`config.mk`:
```
export PLATFORM = sky130hd
export DESIGN_NAME = csc_ctrl
export DESIGN_NICKNAME = d
export VERILOG_FILES = /design/src/hw/rtl/contour_segment_chainer_macros.svh /design/src/hw/rtl/csc_pkg.sv /design/src/hw/rtl/csc_ctrl.sv
export SDC_FILE = /design/constraint.sdc
export NUM_CORES = 1
export LEC_CHECK = 0
export BUFFER_PORTS_ARGS = -buffer_cell sky130_fd_sc_hd__buf_2
export CAP_MARGIN = 10
export CORE_AREA = 2 2 39 41
export DETAILED_ROUTE_END_ITERATION = 12
export DIE_AREA = 0 0 41 43
export PLACE_DENSITY = 0.49
export SLEW_MARGIN = 20
export SYNTH_ARGS = -nofsm -noshare
export SYNTH_HDL_FRONTEND = slang
export SYNTH_SLANG_ARGS = --single-unit
```
`constraint.sdc`:
```
create_clock -name clk_i -period 3.4 [get_ports clk_i]
set_input_delay 0.34 -clock clk_i [delete_from_list [all_inputs] [get_ports clk_i]]
set_output_delay 0.34 -clock clk_i [all_outputs]
set_load 0.1 [all_outputs]
```
`src/hw/rtl/contour_segment_chainer_macros.svh`:
```
// Assertion macros for the contour segment chainer
`ifndef CONTOUR_SEGMENT_CHAINER_MACROS_SVH
`define CONTOUR_SEGMENT_CHAINER_MACROS_SVH

`define CSC_ASSERT(lbl, prop) \
  lbl: assert property (@(posedge clk_i) disable iff (!rst_ni) prop) \
    else $error("contour segment chainer check failed");

`define CSC_ASSERT_IMPL(lbl, pre, post) \
  lbl: assert property (@(posedge clk_i) disable iff (!rst_ni) (pre) |-> (post)) \
    else $error("contour segment chainer implication failed");

`endif

```
`src/hw/rtl/csc_pkg.sv`:
```
// Types, constants and codes shared by the contour segment chainer
package csc_pkg;

  localparam int unsigned MAX_SEGS_DEF = 64;
  localparam int unsigned MAX_RESULTS  = 64;
  localparam int unsigned COORD_W      = 32;
  localparam int unsigned HEAD_W       = 25;
  localparam int unsigned OUT_IDX_W    = 6;
  localparam int unsigned TOL_W        = 16;

  localparam logic [TOL_W-1:0]  TOL_RESET = 16'd20;
  localparam logic [HEAD_W-1:0] HEAD_HALF = 25'(180 * 65536);
  localparam logic [HEAD_W-1:0] HEAD_FULL = 25'(360 * 65536);

  typedef enum logic [1:0] {
    KIND_LINE   = 2'd0,
    KIND_ARC    = 2'd1,
    KIND_CIRCLE = 2'd2,
    KIND_OTHER  = 2'd3
  } kind_e;

  typedef enum logic {
    REQ_LOAD  = 1'b0,
    REQ_START = 1'b1
  } req_e;

  typedef enum logic [2:0] {
    S_IDLE,
    S_RD,
    S_CMP,
    S_FOUND,
    S_CRD,
    S_CCMP,
    S_CFOUND,
    S_FLUSH
  } state_e;

  typedef struct packed {
    logic               req_type;
    logic [1:0]         seg_kind;
    logic               seg_cw;
    logic signed [31:0] seg_x1;
    logic signed [31:0] seg_y1;
    logic signed [31:0] seg_x2;
    logic signed [31:0] seg_y2;
    logic [24:0]        seg_heading;
    logic signed [31:0] seg_angle_a;
    logic signed [31:0] seg_angle_b;
    logic [31:0]        seg_length;
  } in_item_t;

  typedef struct packed {
    logic [5:0]         out_index;
    logic [1:0]         out_kind;
    logic               out_cw;
    logic signed [31:0] out_x1;
    logic signed [31:0] out_y1;
    logic signed [31:0] out_x2;
    logic signed [31:0] out_y2;
    logic [24:0]        out_heading;
    logic signed [31:0] out_angle_a;
    logic signed [31:0] out_angle_b;
    logic [31:0]        out_length;
    logic               out_last;
  } out_item_t;

  typedef struct packed {
    logic [1:0]         kind;
    logic               cw;
    logic signed [31:0] x1;
    logic signed [31:0] y1;
    logic signed [31:0] x2;
    logic signed [31:0] y2;
    logic [24:0]        heading;
    logic signed [31:0] angle_a;
    logic signed [31:0] angle_b;
    logic [31:0]        length;
  } entry_t;

  typedef struct packed {
    logic load;
    logic start;
    logic idx_inc;
    logic pass_end;
    logic rescan;
    logic take;
    logic flush;
    logic clr_count;
  } cmd_t;

  typedef struct packed {
    logic at_end;
    logic hit;
    logic circ_hit;
    logic out_free;
    logic pend_valid;
    logic pass_end;
  } sts_t;

endpackage

```
`src/hw/rtl/csc_ctrl.sv`:
```
// Sequencer for load, chain search, circle sweep and final flush
module csc_ctrl (
  input  logic            clk_i,
  input  logic            rst_ni,
  input  logic            in_valid_i,
  input  logic            req_type_i,
  input  csc_pkg::sts_t   sts_i,
  output csc_pkg::cmd_t   cmd_o,
  output logic            busy_o
);

  csc_pkg::state_e state_q, state_d;

  always_ff @(posedge clk_i or negedge rst_ni) begin
    if (!rst_ni) begin
      state_q <= csc_pkg::S_IDLE;
    end else begin
      state_q <= state_d;
    end
  end

  always_comb begin
    state_d = state_q;
    cmd_o   = '0;
    busy_o  = 1'b1;
    case (state_q)
      csc_pkg::S_IDLE: begin
        busy_o = 1'b0;
        if (in_valid_i) begin
          if (req_type_i == csc_pkg::REQ_START) begin
            cmd_o.start = 1'b1;
            state_d     = csc_pkg::S_RD;
          end else begin
            cmd_o.load = 1'b1;
          end
        end
      end
      csc_pkg::S_RD: begin
        if (!sts_i.at_end) begin
          state_d = csc_pkg::S_CMP;
        end else if (!sts_i.pass_end) begin
          cmd_o.pass_end = 1'b1;
        end else if (sts_i.pend_valid) begin
          cmd_o.rescan = 1'b1;
          state_d      = csc_pkg::S_CRD;
        end else begin
          cmd_o.clr_count = 1'b1;
          state_d         = csc_pkg::S_IDLE;
        end
      end
      csc_pkg::S_CMP: begin
        if (sts_i.hit) begin
          state_d = csc_pkg::S_FOUND;
        end else begin
          cmd_o.idx_inc = 1'b1;
          state_d       = csc_pkg::S_RD;
        end
      end
      csc_pkg::S_FOUND: begin
        if (sts_i.out_free) begin
          cmd_o.take   = 1'b1;
          cmd_o.rescan = 1'b1;
          state_d      = csc_pkg::S_RD;
        end
      end
      csc_pkg::S_CRD: begin
        state_d = sts_i.at_end ? csc_pkg::S_FLUSH : csc_pkg::S_CCMP;
      end
      csc_pkg::S_CCMP: begin
        if (sts_i.circ_hit) begin
          state_d = csc_pkg::S_CFOUND;
        end else begin
          cmd_o.idx_inc = 1'b1;
          state_d       = csc_pkg::S_CRD;
        end
      end
      csc_pkg::S_CFOUND: begin
        if (sts_i.out_free) begin
          cmd_o.take    = 1'b1;
          cmd_o.idx_inc = 1'b1;
          state_d       = csc_pkg::S_CRD;
        end
      end
      csc_pkg::S_FLUSH: begin
        if (sts_i.out_free) begin
          cmd_o.flush     = 1'b1;
          cmd_o.clr_count = 1'b1;
          state_d         = csc_pkg::S_IDLE;
        end
      end
      default: begin
        state_d = csc_pkg::S_IDLE;
      end
    endcase
  end

endmodule

```
After elaboration in Yosys (flattened, before gate mapping)

Index checks and enable logic that the tools add are counted.

Flip-flop bits (word level): 3
Bits of input ports: 10
Output and inout port bits: 9
Logic and storage cells: 50

Equality and inequality tests: 13
Multiplexer cells: 34
Reduce and logical (&&, ||, !) cells: 2

Operators by type and width:

| operator             | count |
|---|---|
| $mux W3              | 8 |
| $pmux W3 S8          | 1 |
| $mux W1              | 14 |
| $mux W2              | 7 |
| $eq A3 B3 Y1 const B | 4 |
| $ne A2 B2 Y1 const B | 5 |
| $eq A3 B2 Y1 const B | 2 |
| $pmux W1 S2          | 3 |
| $reduce_and A6 Y1    | 1 |
| $eq A3 B1 Y1 const B | 1 |
| $logic_not A3 Y1     | 1 |
| $ne A3 B3 Y1 const B | 1 |
| $pmux W1 S3          | 1 |

Longest topological paths before layout

Depth after elaboration: 4
Mapped depth: 4
Mapped depth without buffers: 3

Least setup slack after synthesis

OpenSTA, ideal clock, no wires.

Path kind: register -> output
Start: register state_q[2]
End: output cmd_o[5] (netlist bit)
Arrival time: 2911 ps
Data required time: 3060 ps
Setup slack: 149 ps
Stages on the path, launching flop included: 4
Path buffers: 1
Path through: dfrtp_1 -> buf_6 -> inv_2 -> o32ai_1

RTL lines:

| what                   | line           | RTL |
|---|---|---|
| from (decl)            | csc_ctrl.sv:12 | `csc_pkg::state_e state_q, state_d;` |
| from (signal assigned) | csc_ctrl.sv:16 | `state_q <= csc_pkg::S_IDLE;` |
| from (signal assigned) | csc_ctrl.sv:18 | `state_q <= state_d;` |
| to (decl)              | csc_ctrl.sv:8  | `output csc_pkg::cmd_t cmd_o,` |

==> Implementation_results.wiki <==
{| class="wikitable"
! Metric !! Value
|-
| Critical path start-end classification || reg2out
|-
| Number of CTS-inserted buffers || 3
|-
| Peak ir drop on the vdd network || 0.000285 V
|-
| Bufs on Longest Clock Path || 2
|-
| Longest individual stage delay on the worst path || 0.51 ns
|-
| Unrepaired setup endpoints after global routing || no
|-
| Core area || between 1000 and 1500 µm²
|-
| Maximum clock frequency || 0.443 GHz
|-
| TritonCTS Sinks || 3
|-
| GRT met3 Usage || 0.0628
|-
| Number of search-and-repair iterations in the first detailed-routing pass || 4
|-
| First-pass GRT wire length || between 1000 and 1500 µm
|-
| Row count || 14
|-
| Power density over the cells || about 1100 nW/µm²
|-
| Post-detail-place hpwl || approximately 640 µm
|-
| # H-tree levels || 1
|-
| Number of antenna violations at the first check in global routing || 0
|-
| Min Tclk post-route || ~2.3 ns
|-
| Area fraction of the dominant cell type after synthesis || 0.220
|-
| GRT Resource Usage Total || 0.0997
|-
| Launching element type of the critical path || flop
|-
| Cell area after layout || 460 µm²
|-
| Share of final-layout standard cells stronger than drive strength 1 || 0.413
|-
| Worst Skew || 0.00177 ns
|-
| Area grow syn2layout || 34.8%
|-
| Die Footprint || 1760 µm²
|-
| Delay-heaviest family, CP || simple AND/OR/NAND/NOR gates
|-
| Via count of the first global-routing pass || 296
|-
| Area of the mapped netlist || 342 µm²
|-
| Slack of the worst reg-to-reg path || 2.07 ns
|-
| Final-stage net count || 74
|-
| Via total after detailed routing || 366
|-
| Worst-margin pin slew || about 0.49 ns
|-
| Nets in the synthesized netlist || 53
|-
| Cell with the largest stage delay on the worst path || sky130_fd_sc_hd__dfrtp_1
|-
| Max FFs per register || 3
|-
| Library cell used as clock root buffer || sky130_fd_sc_hd__clkbuf_4
|-
| Clock-pin slew on the worst setup and hold paths || ~0.03 ns
|-
| Number of I/O pins || 19
|-
| Routability-driven placement congestion ratio || 0.668
|-
| Chain of cells forming the critical path || nand2b_1 > or3_1 > o21ai_1 > buf_2
|-
| Cell taking the most area after synthesis || sky130_fd_sc_hd__dfrtp_1
|-
| Highest net fanout along the worst path || 13
|-
| Die height || 43 µm
|-
| Average cell area after synthesis || 7.94 µm²
|-
| Hold Crit Start || sts_i[4]
|-
| Largest net degree at the start of global routing || 15
|-
| Final hold vios || 0
|-
| Most heavily used metal layer in global routing || met1
|-
| Number of warning messages in the yosys log || 0
|-
| Distinct cells, synth || 28
|-
| Critical path data arrival time || 1.92 ns
|-
| Wire per inst || 10.5 µm
|-
| Clock insertion delay at the later pin of the skew report || 0.23 ns
|-
| Vias per cell || around 4.6
|-
| Antenna viol nets, final || 0
|-
| WP buf/inv || 1
|-
| Number of I/O port buffers || 18
|-
| Post-Syn Instances || 43
|-
| Number of failing setup endpoints in the final timing report || 0
|-
| Final Max Slew Viols || 0
|-
| Top flop regs || state_q: 3 flops
|-
| First DRT Iteration DRCs || 5
|-
| Total cell area at the placement stage || 424 µm²
|-
| Worst setup path start || state_q[1]
|-
| Starting density of the core || 0.247
|-
| Hold WC Path Type || in2reg
|-
| Total grt overflow || 0
|-
| Accumulated negative setup slack || 0 ns
|-
| P_leak || 0.232 nW
|-
| Endpoint class of the critical path || output pin
|-
| GR met2 Demand/Resource || 0.113
|-
| Total routed wirelength || between 800 and 900 µm
|-
| Worst EP required || 3.06 ns
|-
| Outcome || complete, no violations
|-
| Max_slew headroom || 0.678
|-
| Die width || 41 µm
|-
| Part of the cycle the worst path needs || 0.664
|-
| Origin of the critical flop-to-flop path || state_q[2]
|-
| Total DRC errors in the routed layout || 0
|-
| Number of diodes added for antenna fixing || 0
|-
| Largest cells by area after synthesis || sky130_fd_sc_hd__dfrtp_1 (22%), sky130_fd_sc_hd__buf_6 (6.6%), sky130_fd_sc_hd__nand2_1 (5.5%), sky130_fd_sc_hd__nor3_1 (4.4%), sky130_fd_sc_hd__mux2_4 (4.4%)
|-
| Reg with most FFs || state_q
|-
| Synthesized flop and latch total || 3
|-
| Max Cap Violations || 0
|-
| Clock tree from TritonCTS || yes
|-
| Sequential area share after synthesis || 0.220
|-
| Met1 capacity usage during global routing || 0.156
|}
[final cells by class]
type	count	area (µm²)
tap	16	20.0
multi-input combinational	34	228
inverter	3	11.3
fill	155	923
timing repair buffer	19	100
sequential	3	75.1
clock buffer	4	26.3
[worst paths after layout]
| kind | end | depth (start not counted) |
|---|---|---|
| worst max-delay path | cmd_o[3] | 4 |
| worst min-delay path | state_q[1] | 3 |
| worst max register to register | state_q[0] | 3 |
| worst min register to register | state_q[2] | 2 |
| max in group asynchronous | state_q[2] | 2 |
| min in group asynchronous | state_q[0] | 2 |
[worst register-to-register path: stages (launching register included)]
cell and delay (ns):
sky130_fd_sc_hd__dfrtp_1 0.61, sky130_fd_sc_hd__nand2b_4 0.24, sky130_fd_sc_hd__o21bai_1 0.06, sky130_fd_sc_hd__a221o_1 0.29
[cell usage in the layout, fill, tap and decap left out, types with 2 or more instances in the layout]
master | synthesis | routed
sky130_fd_sc_hd__a21oi_1 | 2 | 2
sky130_fd_sc_hd__and3_1 | 2 | 2
sky130_fd_sc_hd__buf_2 | 1 | 18
sky130_fd_sc_hd__clkbuf_4 | 0 | 3
sky130_fd_sc_hd__dfrtp_1 | 3 | 3
sky130_fd_sc_hd__inv_1 | 2 | 2
sky130_fd_sc_hd__nand2_1 | 5 | 5
sky130_fd_sc_hd__nand2b_1 | 2 | 2
sky130_fd_sc_hd__nor2_1 | 3 | 3
sky130_fd_sc_hd__nor3_1 | 3 | 3
[metrics by stage]
stage / power [mW] / cells / worst slack [ns] / utilization / hold WS [ns]
2_1_floorplan: 0.427 / 43 / 0.149 / - / 0.0444
3_3_place_gp: 0.460 / 74 / 1.39 / 0.307 / 0.136
3_5_place_dp: 0.457 / 74 / 1.39 / 0.307 / 0.138
4_1_cts: 0.523 / 79 / 1.12 / 0.333 / 0.415
5_1_grt: 0.554 / 79 / 1.04 / 0.333 / 0.427
6_report: 0.516 / 79 / 1.14 / 0.333 / 0.417
[report_power, final]
part / leakage [nW] / total (mW) / switching (mW) / internal (mW)
registers: 0.0371 / 0.112 / 0.0597 / 0.0525
logic: 0.180 / 0.343 / 0.252 / 0.0909
clock network: 0.0150 / 0.0608 / 0.0169 / 0.0439
[Yosys cell counts]
master,number
sky130_fd_sc_hd__a21oi_1,2
sky130_fd_sc_hd__a221o_1,1
sky130_fd_sc_hd__and3_1,2
sky130_fd_sc_hd__and4_1,1
sky130_fd_sc_hd__buf_2,1
sky130_fd_sc_hd__buf_6,2
sky130_fd_sc_hd__dfrtp_1,3
sky130_fd_sc_hd__inv_1,2
sky130_fd_sc_hd__inv_2,1
sky130_fd_sc_hd__mux2_4,1
sky130_fd_sc_hd__nand2_1,5
sky130_fd_sc_hd__nand2b_1,2
sky130_fd_sc_hd__nand2b_4,1
sky130_fd_sc_hd__nand3_1,1
sky130_fd_sc_hd__nor2_1,3
sky130_fd_sc_hd__nor2b_1,1
sky130_fd_sc_hd__nor3_1,3
sky130_fd_sc_hd__nor3_2,1
sky130_fd_sc_hd__nor4b_1,1
sky130_fd_sc_hd__o211ai_2,1
sky130_fd_sc_hd__o21a_1,1
sky130_fd_sc_hd__o21ai_0,1
sky130_fd_sc_hd__o21ai_1,1
sky130_fd_sc_hd__o21bai_1,1
sky130_fd_sc_hd__o311ai_1,1
sky130_fd_sc_hd__o32ai_1,1
sky130_fd_sc_hd__or3_1,1
sky130_fd_sc_hd__xnor2_1,1
[kinds of logic after synthesis]
group	count (synthesis)	synth area share
muxes	1	0.0439
xor gates and xnor gates	1	0.0256
AOI/OAI and AO/OA	10	0.220
buffers and inverters	6	0.114
and+or+nand+nor	22	0.377
DFF	3	0.220
[routing by layer]
layer  vias up  wire length, µm
li1        194                -
met1       153              420
met2        19              303
met3         0              109
met4         0                0
met5         -                0
[timing repair]
action / 4_1_cts / 5_1_grt
endpoints found under the hold margin: 3 / 0
hold buffers: 1 / 0
setup buffers: 0 / 0
resized for setup: 0 / 0
Power figures use the tool's default switching activity.
